==> config.mk <==
export PLATFORM = sky130hd
export DESIGN_NAME = rm320_out
export DESIGN_NICKNAME = d
export VERILOG_FILES = /design/src/design/rm320_pkg.sv /design/src/design/rm320_out.sv
export SDC_FILE = /design/constraint.sdc
export NUM_CORES = 1
export LEC_CHECK = 0
export ABC_AREA = 1
export BUFFER_PORTS_ARGS = -buffer_cell sky130_fd_sc_hd__buf_4
export CAP_MARGIN = 20
export CORE_AREA = 2 2 204 206
export CTS_BUF_LIST = sky130_fd_sc_hd__clkbuf_16
export DETAILED_ROUTE_END_ITERATION = 10
export DIE_AREA = 0 0 206 208
export PLACE_DENSITY = 0.79
export SYNTH_ARGS = -nofsm -noshare
export SYNTH_HDL_FRONTEND = slang
export SYNTH_SLANG_ARGS = --single-unit
==> constraint.sdc <==
create_clock -name clk -period 71 [get_ports clk]
set_clock_uncertainty 0.1 [all_clocks]
set_input_delay 0 -clock clk [delete_from_list [all_inputs] [get_ports clk]]
set_output_delay 0 -clock clk [all_outputs]
set_load 0.02 [all_outputs]
==> src/design/rm320_pkg.sv <==
package rm320_pkg;

  localparam int WORD_W = 64;
  localparam int NUM_VALUE_WORDS = 5;
  localparam int NUM_MOD_WORDS = 4;
  localparam int VALUE_W = WORD_W * NUM_VALUE_WORDS;
  localparam int MOD_W = WORD_W * NUM_MOD_WORDS;
  localparam int REDUCTION_SHIFT = 64;
  localparam int NUM_STEPS = REDUCTION_SHIFT + 1;
  localparam int CFG_IDX_W = 8;

  typedef logic [WORD_W-1:0] word_t;
  typedef logic [VALUE_W-1:0] value_t;
  typedef logic [MOD_W-1:0] modulus_t;
  typedef logic [CFG_IDX_W-1:0] cfg_idx_t;

  localparam cfg_idx_t CFG_MODULUS_WORD0 = 8'd0;
  localparam cfg_idx_t CFG_MODULUS_WORD1 = 8'd1;
  localparam cfg_idx_t CFG_MODULUS_WORD2 = 8'd2;
  localparam cfg_idx_t CFG_MODULUS_WORD3 = 8'd3;

endpackage

==> src/design/rm320_out.sv <==
module rm320_out (
  input  logic              clk,
  input  logic              rst_n,
  input  logic              tail_valid,
  input  rm320_pkg::modulus_t tail_data,
  output logic              pipe_en,
  output logic              out_valid,
  input  logic              out_stall,
  output rm320_pkg::modulus_t out_data
);
  import rm320_pkg::*;

  logic     out_valid_r;
  modulus_t out_data_r;
  logic     skid_valid_r;
  modulus_t skid_data_r;
  logic     out_load;

  assign pipe_en  = !skid_valid_r;
  assign out_load = !out_valid_r || !out_stall;

  always_ff @(posedge clk) begin
    if (!rst_n) begin
      out_valid_r  <= 1'b0;
      skid_valid_r <= 1'b0;
    end else if (out_load) begin
      if (skid_valid_r) begin
        out_valid_r  <= 1'b1;
        skid_valid_r <= 1'b0;
      end else begin
        out_valid_r <= tail_valid;
      end
    end else if (tail_valid && !skid_valid_r) begin
      skid_valid_r <= 1'b1;
    end
  end

  always_ff @(posedge clk) begin
    if (out_load) begin
      if (skid_valid_r) begin
        out_data_r <= skid_data_r;
      end else begin
        out_data_r <= tail_data;
      end
    end else if (tail_valid && !skid_valid_r) begin
      skid_data_r <= tail_data;
    end
  end

  assign out_valid = out_valid_r;
  assign out_data  = out_data_r;

`ifndef SYNTH
  a_skid_behind_out: assert property (@(posedge clk) disable iff (!rst_n)
    skid_valid_r |-> out_valid_r)
    else $error("skid holds an item while output is empty");

  a_skid_catch: assert property (@(posedge clk) disable iff (!rst_n)
    out_valid_r && out_stall && tail_valid && !skid_valid_r |=> skid_valid_r)
    else $error("tail item dropped while output stalled");

  a_skid_drain: assert property (@(posedge clk) disable iff (!rst_n)
    skid_valid_r && !out_stall |=> !skid_valid_r && out_valid_r)
    else $error("skid item not moved to output");
`endif

endmodule

==> flow_summary.ini <==
[sta]
worst_pin_slew_ns = 1.14
slew_headroom_pct = 24.3
post-route-min-period_ns = 3.86
final-hold-violation-count = 0
fmaxAchievable_ghz = 0.259
rsz0062_at_grt = no
finalSetupTns_ns = 0
final.period_utilization_pct = 5.44
slew_violations = 0
setup_violations = 0

[global_routing]
grt_use_met1_pct = 26.9
grt_max_degree = 160
overflow = 0
track_usage_pct = 24.1
grt_busiest_layer = met2
antenna_found_initial = 4
grt_use_met3_pct = 6.27
grt_pass1_vias = 14200
grt_pass1_wl_mm = 79.0
use_met2_pct = 42.2

[power_and_ir_drop]
pwr_density_cell_mw_per_mm2 = 25.9
p_leak_nw = 11.6
ir_worst_vdd_v = 0.0000212

[clocking]
cts_resized = 0
cts-buffers-inserted = 51
cts_tree = built
tritoncts_num_sinks = 514
root_buffer = clkbuf_16
postCtsHoldBufs = 263
cts_setup_buffers = 0
cts.htree.levels = 2
clockBufferDepth = 3
clk_latency_ns = 0.60
clkTransAtPathRegs_ns = 0.06

[setup_path]
crit_chain = inv_8 -> nand2_1 -> nor2_4 -> buf_4 -> buf_4
arrival_ns = 3.96
worstPathMaxFanout = 159
endpoint_kind = register
critPathLaunchType = register
max_stage_delay_ns = 0.93
cp.required_ns = 71.10
crit_family = buffers and inverters
cp_slowest_cell = buf_4
cp.buffers_inverters = 3
crit_top_cell = buf_4
critPathKind = reg -> reg

[yosys]
syn-cell-area_sq_mm = 0.0188
synthAdderAreaFrac_pct = 0
synth-async-reset-ratio_pct = 0
ys_seq_area_share_pct = 82.1
yosysUniqueCellTypes = 11
ys_ff_latch = 514
synth_area_per_cell_sq_um = 13.9
synth_top_area_share_pct = 81.9
ys_warn_count = 0
synth_compound_area_share_pct = 0.0266
synth.area.mux_share_pct = 0
synth_area_leaders = edfxtp_1 (82%), nand2_1 (15%), buf_6 (1.4%)
synthCells = 1348
yosysTopAreaCell = edfxtp_1
synth-main-ff-cell = edfxtp_1
synth_most_common_cell = nand2_1
synth_edf_count = 512
syn-num-nets = 1608
synth_top_family_by_area = simple AND/OR/NAND/NOR gates
synthXorXnorAreaFrac_pct = 0
yosys.area_share.simple_pct = 15.5
synth_commonest_cells = nand2_1 (771), edfxtp_1 (512), buf_2 (25)

[placement]
dpl.hpwl_mm = 29.1
dp_cells = 2350
gp_congestion = 0.829
port_buffers = 517

[route]
wl_mm = 53.4
drc = 0
wire_per_inst_um = 19.7
viasPerCell = 5.03
antenna_left = 0
dr.pass1.iters = 5
drt-initial-drc-count = 1105
route.vias.total = 13600

[floorplan]
initial_core_util_pct = 46.3
dieArea_sq_mm = 0.0428
num_io_pins = 518
die_x_um = 206
chipHeight_um = 208
core_area_sq_mm = 0.0406
rows = 74

[layout]
nets = 2394
finish.utilization_pct = 67.2
multi_input_area_sq_mm = 0.00293
drive_above_1_share_pct = 27.7
areaGrowthSynthToFinish_pct = 45.1
fillerInstances = 2488
seq_area_sq_mm = 0.0154
fin_cells = 2712

[outcome]
status = completed

[min_path]
hold_path_class = in -> reg

[job]
maxCapViolations = 0
==> path summary, 6_finish.rpt <==
| path | start | endpoint | slack (ns) | depth (start not counted) |
|---|---|---|---|---|
| max | skid_valid_r | skid_data_r[59] | 67.14 | 5 |
| min | tail_data[23] | skid_data_r[23] | 0.03 | 2 |
| max reg2reg | skid_valid_r | skid_data_r[59] | 67.14 | 5 |
| min reg2reg | skid_data_r[9] | out_data[9] | 0.39 | 2 |
==> placed cells by master (no fill, tap or decap), types with 2 or more instances in the layout <==
| cell | synthesis | routed |
|---|---|---|
| buf_4 | 7 | 527 |
| inv_8 | 0 | 2 |
| dlygate4sd3_1 | 0 | 263 |
| clkbuf_16 | 0 | 52 |
| bufinv_16 | 0 | 4 |
| clkinv_1 | 0 | 14 |
| nand2_1 | 771 | 770 |
| clkinvlp_4 | 0 | 2 |
| inv_1 | 0 | 8 |
| nor2_1 | 3 | 2 |
| diode_2 | 0 | 6 |
| edfxtp_1 | 512 | 512 |
| clkinv_4 | 0 | 2 |
| inv_6 | 0 | 2 |
| clkinv_2 | 0 | 7 |
==> registers in the layout (all words and copies together), names as in the netlist <==
register / cells
out_data: 256
out_valid: 1
skid_data_r: 256
skid_valid_r: 1
==> area by class of cell <==
cell class,count,share of cell area [%]
clock inverters,41,1.16
well taps,532,2.44
clock buffers,52,4.78
inverters,1,0.0413
flip-flops and latches,514,56.6
diodes,6,0.0551
repair buffers,790,24.2
multi-input cells,776,10.8
==> stage by stage <==
step	setup slack (ns)	hold slack [ns]	power, mW	area [sq um]
floorplan	44.13	-0.00113	0.399	18800
global placement	67.12	0.0863	0.432	23000
detailed placement	67.10	0.0886	0.434	23000
CTS	67.10	0.00329	0.705	27200
global route	66.85	0.0221	0.726	27200
finish	67.14	0.0311	0.705	27200
==> power by group <==
part / switching, mW / total (mW) / internal [mW]
Clock: 0.115 / 0.263 / 0.148
Combinational: 0.0447 / 0.0824 / 0.0376
Sequential: 0.00657 / 0.360 / 0.354
==> cell families after synthesis <==
kind of cell	after synthesis
buffers and inverters	58
DFF	514
and+or+nand+nor	775
AOI/OAI and AO/OA	1
==> layer usage <==
layer | share of wire [%] | wire, um
met2 | 51 | 27400
met4 | 5.1 | 2740
met3 | 9.2 | 4920
met5 | 0 | 0
met1 | 34 | 18300
No activity file was read; power rests on OpenSTA's default activity.
